[src/vdn_pkg.sv]
`default_nettype none

package vdn_pkg;

    localparam int ELEM_W     = 16;  // field width of u_elem / v_elem
    localparam int ELEM_MAX_W = 24;  // widest element the datapath supports
    localparam int ACC_W      = 46;
    localparam int ROOT_W     = 23;  // floor(sqrt(2^46 - 1)) < 2^23
    localparam int KIND_W     = 2;

    localparam logic [ACC_W-1:0] ACC_MAX = {ACC_W{1'b1}};

    typedef enum logic [KIND_W-1:0] {
        NORM_L0   = 2'd0,
        NORM_L1   = 2'd1,
        NORM_L2   = 2'd2,
        NORM_LINF = 2'd3
    } norm_kind_t;

    typedef struct packed {
        logic signed [ELEM_W-1:0] u_elem;
        logic signed [ELEM_W-1:0] v_elem;
        logic                     last_elem;
    } vdn_in_t;

    typedef struct packed {
        logic [ACC_W-1:0] norm_value;
        logic             overflow;
    } vdn_out_t;

    // root unit status back to the sequencer
    typedef struct packed {
        logic busy;
        logic done;
    } vdn_root_stat_t;

endpackage : vdn_pkg

`default_nettype wire

[src/vdn_isqrt.sv]
`default_nettype none

// Digit-by-digit integer square root, two radicand bits per cycle.
module vdn_isqrt (
    input  wire logic                       aclk,
    input  wire logic                       aresetn,
    input  wire logic                       start,
    input  wire logic [vdn_pkg::ACC_W-1:0]  radicand,
    output vdn_pkg::vdn_root_stat_t         status,
    output logic      [vdn_pkg::ROOT_W-1:0] root
);
    import vdn_pkg::*;

    localparam int BIT_W = ACC_W + 1;

    logic             busy_reg, busy_next;
    logic             done_reg, done_next;
    logic [ACC_W-1:0] x_reg, x_next;
    logic [BIT_W-1:0] root_reg, root_next;
    logic [BIT_W-1:0] bit_reg, bit_next;
    logic [BIT_W:0]   trial;

    always_comb begin
        busy_next = busy_reg;
        done_next = 1'b0;
        x_next    = x_reg;
        root_next = root_reg;
        bit_next  = bit_reg;
        trial     = {1'b0, root_reg} + {1'b0, bit_reg};
        if (start) begin
            busy_next = 1'b1;
            x_next    = radicand;
            root_next = '0;
            bit_next  = {1'b1, {ACC_W{1'b0}}};
        end else if (busy_reg) begin
            if ({2'b00, x_reg} >= trial) begin
                x_next    = x_reg - trial[ACC_W-1:0];
                root_next = (root_reg >> 1) + bit_reg;
            end else begin
                root_next = root_reg >> 1;
            end
            bit_next = bit_reg >> 2;
            if (bit_reg[0]) begin
                busy_next = 1'b0;
                done_next = 1'b1;
            end
        end
    end

    always_ff @(posedge aclk) begin
        if (!aresetn) begin
            busy_reg <= 1'b0;
            done_reg <= 1'b0;
        end else begin
            busy_reg <= busy_next;
            done_reg <= done_next;
        end
        x_reg    <= x_next;
        root_reg <= root_next;
        bit_reg  <= bit_next;
    end

    assign status.busy = busy_reg;
    assign status.done = done_reg;
    assign root        = root_reg[ROOT_W-1:0];

endmodule : vdn_isqrt

`default_nettype wire

[src/vector_distance_norm.sv]
// vector_distance_norm
//
// Folds a stream of element pairs (u_elem, v_elem) into one norm of u - v.
// Input words arrive on s_valid / s_ready / s_data; the word flagged
// last_elem closes the vector and yields one result word on
// m_valid / m_ready / m_data (norm_value, overflow). Feed v_elem = 0 for a
// single-vector norm. norm_kind is written through cfg_valid / cfg_data
// (cfg_ready is always high); the user must write it only while no vector
// is in flight, which the block does not enforce; reset selects L2.
// Each word passes three steps (accept, square/select, add); the small
// sequencer drops s_ready after each accept until the fold is done and,
// after the last word, until its result is in the output register.
// For L0, L1 and L-infinity the result is registered after the last fold;
// L2 first runs the root unit, 24 iterations of compare and subtract.
// Runs longer than MAX_LEN, or sums past 2^46 - 1, pin the accumulator at
// all ones and set overflow for that vector.
//
// Reset (synchronous, aresetn low) clears accumulator, flag, count and any
// pending result. A stalled result holds in the output register; the next
// vector's words are still taken, only its own result waits for the slot.
`default_nettype none

module vector_distance_norm #(
    parameter int MAX_LEN    = 4096,
    parameter int ELEM_WIDTH = 16
) (
    input  wire logic                        aclk,
    input  wire logic                        aresetn,
    // element pairs in
    input  wire logic                        s_valid,
    output logic                             s_ready,
    input  vdn_pkg::vdn_in_t                 s_data,
    // norm out
    output logic                             m_valid,
    input  wire logic                        m_ready,
    output vdn_pkg::vdn_out_t                m_data,
    // norm_kind register write
    input  wire logic                        cfg_valid,
    output logic                             cfg_ready,
    input  wire logic [vdn_pkg::KIND_W-1:0]  cfg_data
);
    import vdn_pkg::*;

    localparam int EW     = ELEM_WIDTH;
    localparam int MAG_W  = EW + 1;                 // |u - v| <= 2^EW
    localparam int DIFF_W = EW + 2;
    localparam int TERM_W = 2 * MAG_W;
    localparam int SUM_W  = ((TERM_W > ACC_W) ? TERM_W : ACC_W) + 1;
    localparam int CNT_W  = $clog2(MAX_LEN + 2);    // holds MAX_LEN + 1

    localparam logic [CNT_W-1:0] CNT_LIMIT = CNT_W'(MAX_LEN);

    typedef enum logic [5:0] {
        ST_IDLE   = 6'b000001,
        ST_TERM   = 6'b000010,
        ST_FOLD   = 6'b000100,
        ST_RSTART = 6'b001000,
        ST_ROOT   = 6'b010000,
        ST_OUT    = 6'b100000
    } state_t;

    state_t            state_reg, state_next;
    norm_kind_t        norm_kind_reg;

    // per-word working registers
    norm_kind_t        kind_reg, kind_next;
    logic              last_reg, last_next;
    logic              over_reg, over_next;
    logic [MAG_W-1:0]  mag_reg, mag_next;
    logic [TERM_W-1:0] term_reg, term_next;

    // vector state
    logic [ACC_W-1:0]  acc_reg, acc_next;
    logic              sat_reg, sat_next;
    logic [CNT_W-1:0]  cnt_reg, cnt_next;

    // result register
    logic              m_valid_reg, m_valid_next;
    vdn_out_t          m_data_reg, m_data_next;

    // element decode
    logic [ELEM_MAX_W-1:0]    u_wide, v_wide;
    logic [EW-1:0]            u_m, v_m;
    logic signed [DIFF_W-1:0] u_s, v_s, diff;

    logic [SUM_W-1:0]  sum;
    logic              out_free;
    logic              accept;

    vdn_root_stat_t    root_stat;
    logic              root_start;
    logic [ROOT_W-1:0] root_val;

    vdn_isqrt u_isqrt (
        .aclk     (aclk),
        .aresetn  (aresetn),
        .start    (root_start),
        .radicand (acc_reg),
        .status   (root_stat),
        .root     (root_val)
    );

    assign cfg_ready = 1'b1;

    always_ff @(posedge aclk) begin
        if (!aresetn) begin
            norm_kind_reg <= NORM_L2;
        end else if (cfg_valid) begin
            norm_kind_reg <= norm_kind_t'(cfg_data);
        end
    end

    // Elements are ELEM_WIDTH-bit two's complement taken from the field bits
    assign u_wide = ELEM_MAX_W'($unsigned(s_data.u_elem));
    assign v_wide = ELEM_MAX_W'($unsigned(s_data.v_elem));
    assign u_m    = u_wide[EW-1:0];
    assign v_m    = v_wide[EW-1:0];
    assign u_s    = DIFF_W'($signed(u_m));
    assign v_s    = DIFF_W'($signed(v_m));
    assign diff   = u_s - v_s;

    assign s_ready  = (state_reg == ST_IDLE);
    assign accept   = s_valid && s_ready;
    assign out_free = !m_valid_reg || m_ready;

    always_comb begin
        state_next   = state_reg;
        kind_next    = kind_reg;
        last_next    = last_reg;
        over_next    = over_reg;
        mag_next     = mag_reg;
        term_next    = term_reg;
        acc_next     = acc_reg;
        sat_next     = sat_reg;
        cnt_next     = cnt_reg;
        m_valid_next = m_valid_reg && !m_ready;
        m_data_next  = m_data_reg;
        root_start   = 1'b0;
        sum          = SUM_W'(acc_reg) + SUM_W'(term_reg);

        unique case (state_reg)
            ST_IDLE: begin
                if (accept) begin
                    kind_next = norm_kind_reg;
                    last_next = s_data.last_elem;
                    mag_next  = diff[DIFF_W-1] ? MAG_W'(-diff) : MAG_W'(diff);
                    // count saturates at MAX_LEN + 1
                    if (cnt_reg <= CNT_LIMIT) begin
                        cnt_next = cnt_reg + 1'b1;
                    end
                    over_next  = (cnt_reg >= CNT_LIMIT);
                    state_next = ST_TERM;
                end
            end
            ST_TERM: begin
                case (kind_reg)
                    NORM_L0: term_next = TERM_W'(mag_reg != '0);
                    NORM_L2: term_next = mag_reg * mag_reg;
                    default: term_next = TERM_W'(mag_reg);
                endcase
                state_next = ST_FOLD;
            end
            ST_FOLD: begin
                if (over_reg) begin
                    acc_next = ACC_MAX;
                    sat_next = 1'b1;
                end else if (kind_reg == NORM_LINF) begin
                    if (SUM_W'(term_reg) > SUM_W'(acc_reg)) begin
                        acc_next = ACC_W'(term_reg);
                    end
                end else if (sum > SUM_W'(ACC_MAX)) begin
                    acc_next = ACC_MAX;
                    sat_next = 1'b1;
                end else begin
                    acc_next = sum[ACC_W-1:0];
                end
                if (!last_reg) begin
                    state_next = ST_IDLE;
                end else if (kind_reg == NORM_L2) begin
                    state_next = ST_RSTART;
                end else begin
                    state_next = ST_OUT;
                end
            end
            ST_RSTART: begin
                root_start = 1'b1;
                state_next = ST_ROOT;
            end
            ST_ROOT: begin
                if (root_stat.done) begin
                    state_next = ST_OUT;
                end
            end
            ST_OUT: begin
                if (out_free) begin
                    m_valid_next           = 1'b1;
                    m_data_next.norm_value = (kind_reg == NORM_L2) ?
                                             ACC_W'(root_val) : acc_reg;
                    m_data_next.overflow   = sat_reg;
                    acc_next   = '0;
                    sat_next   = 1'b0;
                    cnt_next   = '0;
                    state_next = ST_IDLE;
                end
            end
            default: state_next = ST_IDLE;
        endcase
    end

    always_ff @(posedge aclk) begin
        if (!aresetn) begin
            state_reg   <= ST_IDLE;
            acc_reg     <= '0;
            sat_reg     <= 1'b0;
            cnt_reg     <= '0;
            m_valid_reg <= 1'b0;
        end else begin
            state_reg   <= state_next;
            acc_reg     <= acc_next;
            sat_reg     <= sat_next;
            cnt_reg     <= cnt_next;
            m_valid_reg <= m_valid_next;
        end
        kind_reg   <= kind_next;
        last_reg   <= last_next;
        over_reg   <= over_next;
        mag_reg    <= mag_next;
        term_reg   <= term_next;
        m_data_reg <= m_data_next;
    end

    assign m_valid = m_valid_reg;
    assign m_data  = m_data_reg;

endmodule : vector_distance_norm

`default_nettype wire

[config.mk]
export PLATFORM = sky130hd
export DESIGN_NAME = vector_distance_norm
export DESIGN_NICKNAME = d
export VERILOG_FILES = /design/src/vdn_pkg.sv /design/src/vdn_isqrt.sv /design/src/vector_distance_norm.sv
export SDC_FILE = /design/constraint.sdc
export NUM_CORES = 2
export LEC_CHECK = 0
export ABC_AREA = 1
export BUFFER_PORTS_ARGS = -buffer_cell sky130_fd_sc_hd__buf_4
export CORE_UTILIZATION = 60
export CTS_BUF_LIST = sky130_fd_sc_hd__clkbuf_8 sky130_fd_sc_hd__clkbuf_16
export DETAILED_ROUTE_END_ITERATION = 16
export PLACE_DENSITY = 0.77
export SLEW_MARGIN = 20
export SYNTH_ARGS = -nofsm -noshare
export SYNTH_HDL_FRONTEND = slang
export SYNTH_SLANG_ARGS = --single-unit
[constraint.sdc]
create_clock -name aclk -period 12.6 [get_ports aclk]
set_input_delay 2.52 -clock aclk [delete_from_list [all_inputs] [get_ports aclk]]
set_output_delay 2.52 -clock aclk [all_outputs]
set_load 0.01 [all_outputs]
==> results by group <==
Die
  – Chip width: 238.1 um
  – I/O pin cnt: 90
  – CORE AREA: 0.05509 mm2
  – Initial core utilization: 60.71%
  – Die area: 0.05669 mm2
  – Die Height: 238.1 um
  – Rows: 86

Timing
  – Setup tns final: 0 ns
  – Slew @ Worst Pin: 0.9890 ns
  – Final setup fails: 0
  – Hold Vio Cnt, Final: 0
  – RSZ-0062 raised after global routing: no
  – Post-layout min period: 6.513 ns
  – Final worst-path cycle share: 51.69%
  – Worst Skew: 0.02687 ns
  – Pins Over Slew Limit: 0
  – Slew HR: 34.07%
  – Fmax: 0.1535 GHz

Setup path
  – Cell depth of the worst setup path: 23
  – Setup crit start kind: register
  – CP delay by family, top: adder cells
  – CP endpoint kind: register
  – Crit path top cell by count: nand2_1
  – Setup crit start: mag_reg[5]$_DFFE_PP_
  – Cells on worst reg2reg path: 23
  – Worst stage delay on the critical path: 0.89 ns
  – Crit path required time: 12.90 ns
  – Crit path DAT: 6.81 ns
  – R2R setup slack: 6.09 ns
  – Critical path cell sequence: nand2_1 -> fa_1 -> inv_1 -> fa_1 -> fa_1 -> fa_1 -> fa_1 -> inv_1 -> fa_1 -> inv_1 -> ha_1 -> nand2_1 -> nor2_1 -> nand2_1 -> inv_1 -> nand4_1 -> o211ai_1 -> nand2_1 -> nand2_1 -> nand2_1 -> nand2_1 -> xnor2_1 -> nor2_1
  – R2r startpoint: mag_reg[5]$_DFFE_PP_
  – Slowest stage cell on the critical path: edfxtp_1
  – RR Endpoint: term_reg[29]$_DFFE_PN_
  – CP Class: register to register
  – Worst setup path end: term_reg[29]$_DFFE_PN_
  – CP Buf/Inv Count: 4
  – CP Max Fanout: 19

Synthesis
  – Main synth FF type: edfxtp_1
  – Area of the mapped netlist: 0.03345 mm2
  – #FFs+latches synth: 290
  – Post-synth top area share: 13.29%
  – Synthesized area per cell: 6.866 um2
  – Yosys top cell by area: edfxtp_1
  – Seq/Total Area, Yosys: 21.79%
  – Ys async rst share: 0%
  – Number of synthesized flops with an enable pin: 148
  – Cells after Synth: 4871
  – Yosys warns: 0
  – Yosys cell types: 64
  – Syn nets: 5395
  – Synth area leaders: edfxtp_1, nand2_1, fa_1, ha_1, inv_1

Final layout
  – ANT cells: 0
  – Area grow syn2layout: 7.463%
  – Fillers: 5188
  – Area of the multi-input gates: 0.02215 mm2
  – Share of cells above drive strength 1: 6.375%
  – Nets@finish: 5404
  – Reg area: 0.007288 mm2

Clock tree
  – TritonCTS Buffers: 39
  – Post-CTS setup repair buffer count: 0
  – CTS root buf: clkbuf_16
  – CTS H-tree depth: 2
  – CTS resizes: 0
  – CTS Hold Bufs: 0
  – Clk sinks: 290
  – CTS tree: done
  – Clock Latency Late Sink: 0.59 ns
  – Worst-path clk slew: 0.06 ns
  – Clock tree buffer depth: 3

Routing
  – Avg WL per Cell: 18.96 um
  – Drt initial violations: 3035
  – Drt pass-1 iters: 6
  – Vias: 32070
  – Antenna viol nets, final: 0
  – DRC violations left: 0
  – Vias/cell: 5.668
  – Routed WL: 107300 um

Global routing
  – Global-route wire length before repair: 167800 um
  – Largest net degree at the start of global routing: 84
  – GRT Total Usage: 38.03%
  – Vias in the first global route: 31000
  – GRT overflow: 0
  – Number of antenna violations at the first check in global routing: 2

Hold path
  – HP Class: register to register

Placement
  – IO buf count: 88
  – Dpl hpwl: 85410 um
  – GPL Wtd Cong: 1.029

Run status
  – Status: finished, final reports clean

Job
  – Max-cap viol count: 0
worst reg2reg max path, delay by kind of cell (launching register included):
kind	cells	cell delay [ns]
adders and majority gates	7	3.61
and+or+nand+nor	10	1.16
DFF	1	0.89
buffers and inverters	4	0.27
AOI/OAI and AO/OA	1	0.21
xor gates and xnor gates	1	0.12
kinds of logic after synthesis:
logic type / count (synthesis) / share of synthesized area [%]
other: 1 / 0.01121
AND/OR/NAND/NOR: 2138 / 27.28
AO/OA/AOI/OAI: 749 / 12.18
adder cells (fa/ha/maj): 484 / 22.48
flip-flops: 290 / 21.79
buffers and inverters: 1048 / 12.05
XOR/XNOR: 161 / 4.216
stage by stage:
stage / instance area [um2] / setup slack [ns] / utilization [%] / instances / hold WS, ns
after floorplan: 33450 / 6.618 / - / 4871 / 0.4029
after global placement: 34590 / 6.281 / 62.78 / 5587 / 0.4151
after detailed placement: 34590 / 6.170 / 62.78 / 5587 / 0.4128
after CTS: 35940 / 6.127 / 65.24 / 5658 / 0.4270
after global routing: 35940 / 5.662 / 65.24 / 5658 / 0.4332
final: 35940 / 6.087 / 65.24 / 5658 / 0.4207
final cells by class:
type	count	share of cell area (%)
multi-input cells	3533	61.63
clock inverters	24	0.6266
well taps	748	2.604
repair buffers	105	2.193
inverters	911	9.518
flip-flops and latches	290	20.28
clock buffers	47	3.147
per-layer routing:
metal  share of wire, %  vias up  wire length (um)  global-route usage, %
met5                  0        -                 0                      0
met4                5.9        0              6318                  21.04
met3                6.4      310              6910                  5.322
met2                 47     1208             50350                  64.64
met1                 41    15040             43690                  46.49
li1                   -    15510                 -                      -
worst min path at each step:
stage                                   from                     to  slack, ns  depth (start not counted)
5_1_grt        norm_kind_reg[0]$_SDFFE_PN0P_  kind_reg[0]$_DFFE_PP_       0.43                          0
2_1_floorplan  norm_kind_reg[0]$_SDFFE_PN0P_  kind_reg[0]$_DFFE_PP_       0.40                          0
6_report       norm_kind_reg[0]$_SDFFE_PN0P_  kind_reg[0]$_DFFE_PP_       0.42                          0
4_1_cts        norm_kind_reg[0]$_SDFFE_PN0P_  kind_reg[0]$_DFFE_PP_       0.43                          0
3_3_place_gp        cnt_reg[12]$_SDFFE_PN0P_     over_reg$_DFFE_PP_       0.42                          0
3_5_place_dp   norm_kind_reg[0]$_SDFFE_PN0P_  kind_reg[0]$_DFFE_PP_       0.41                          0
cell usage after synthesis (all sizes together) (2+ instances only):
| master | count |
|---|---|
| nand2 | 1169 |
| a21boi | 6 |
| and3 | 6 |
| nor3b | 3 |
| nor2 | 473 |
| nand3 | 277 |
| nand4 | 65 |
| clkbuf | 90 |
| a211oi | 5 |
| o311ai | 2 |
| o22ai | 15 |
| buf | 47 |
| o211ai | 6 |
| o21ai | 318 |
| fa | 195 |
| a31oi | 27 |
| o2111ai | 2 |
| o21bai | 26 |
| o21a | 6 |
| xor2 | 110 |
| inv | 907 |
| clkinv | 4 |
| nor4 | 24 |
| nor3 | 54 |
| a21oi | 309 |
| xnor2 | 51 |
| o31ai | 7 |
| a21o | 10 |
| or2 | 57 |
| a221oi | 3 |
| ha | 289 |
| edfxtp | 148 |
| nand3b | 7 |
| dfxtp | 142 |
layout by cell type (no fill, tap or decap), types with 43 or more instances in the layout:
cell type / synthesis / final
inv_1: 894 / 895
nand4_1: 65 / 65
xnor2_1: 51 / 51
a21oi_1: 300 / 299
fa_1: 195 / 195
buf_4: 1 / 105
xor2_1: 110 / 110
nor3_1: 49 / 49
nor2_1: 469 / 468
or2_2: 55 / 55
nand3_1: 258 / 258
ha_1: 289 / 289
dfxtp_1: 142 / 141
clkbuf_16: 0 / 43
nand2_1: 1149 / 1149
o21ai_0: 272 / 272
edfxtp_1: 148 / 148
Power is not shown: default switching activity piles up to over one toggle a cycle in this logic, so the estimate is an artifact.
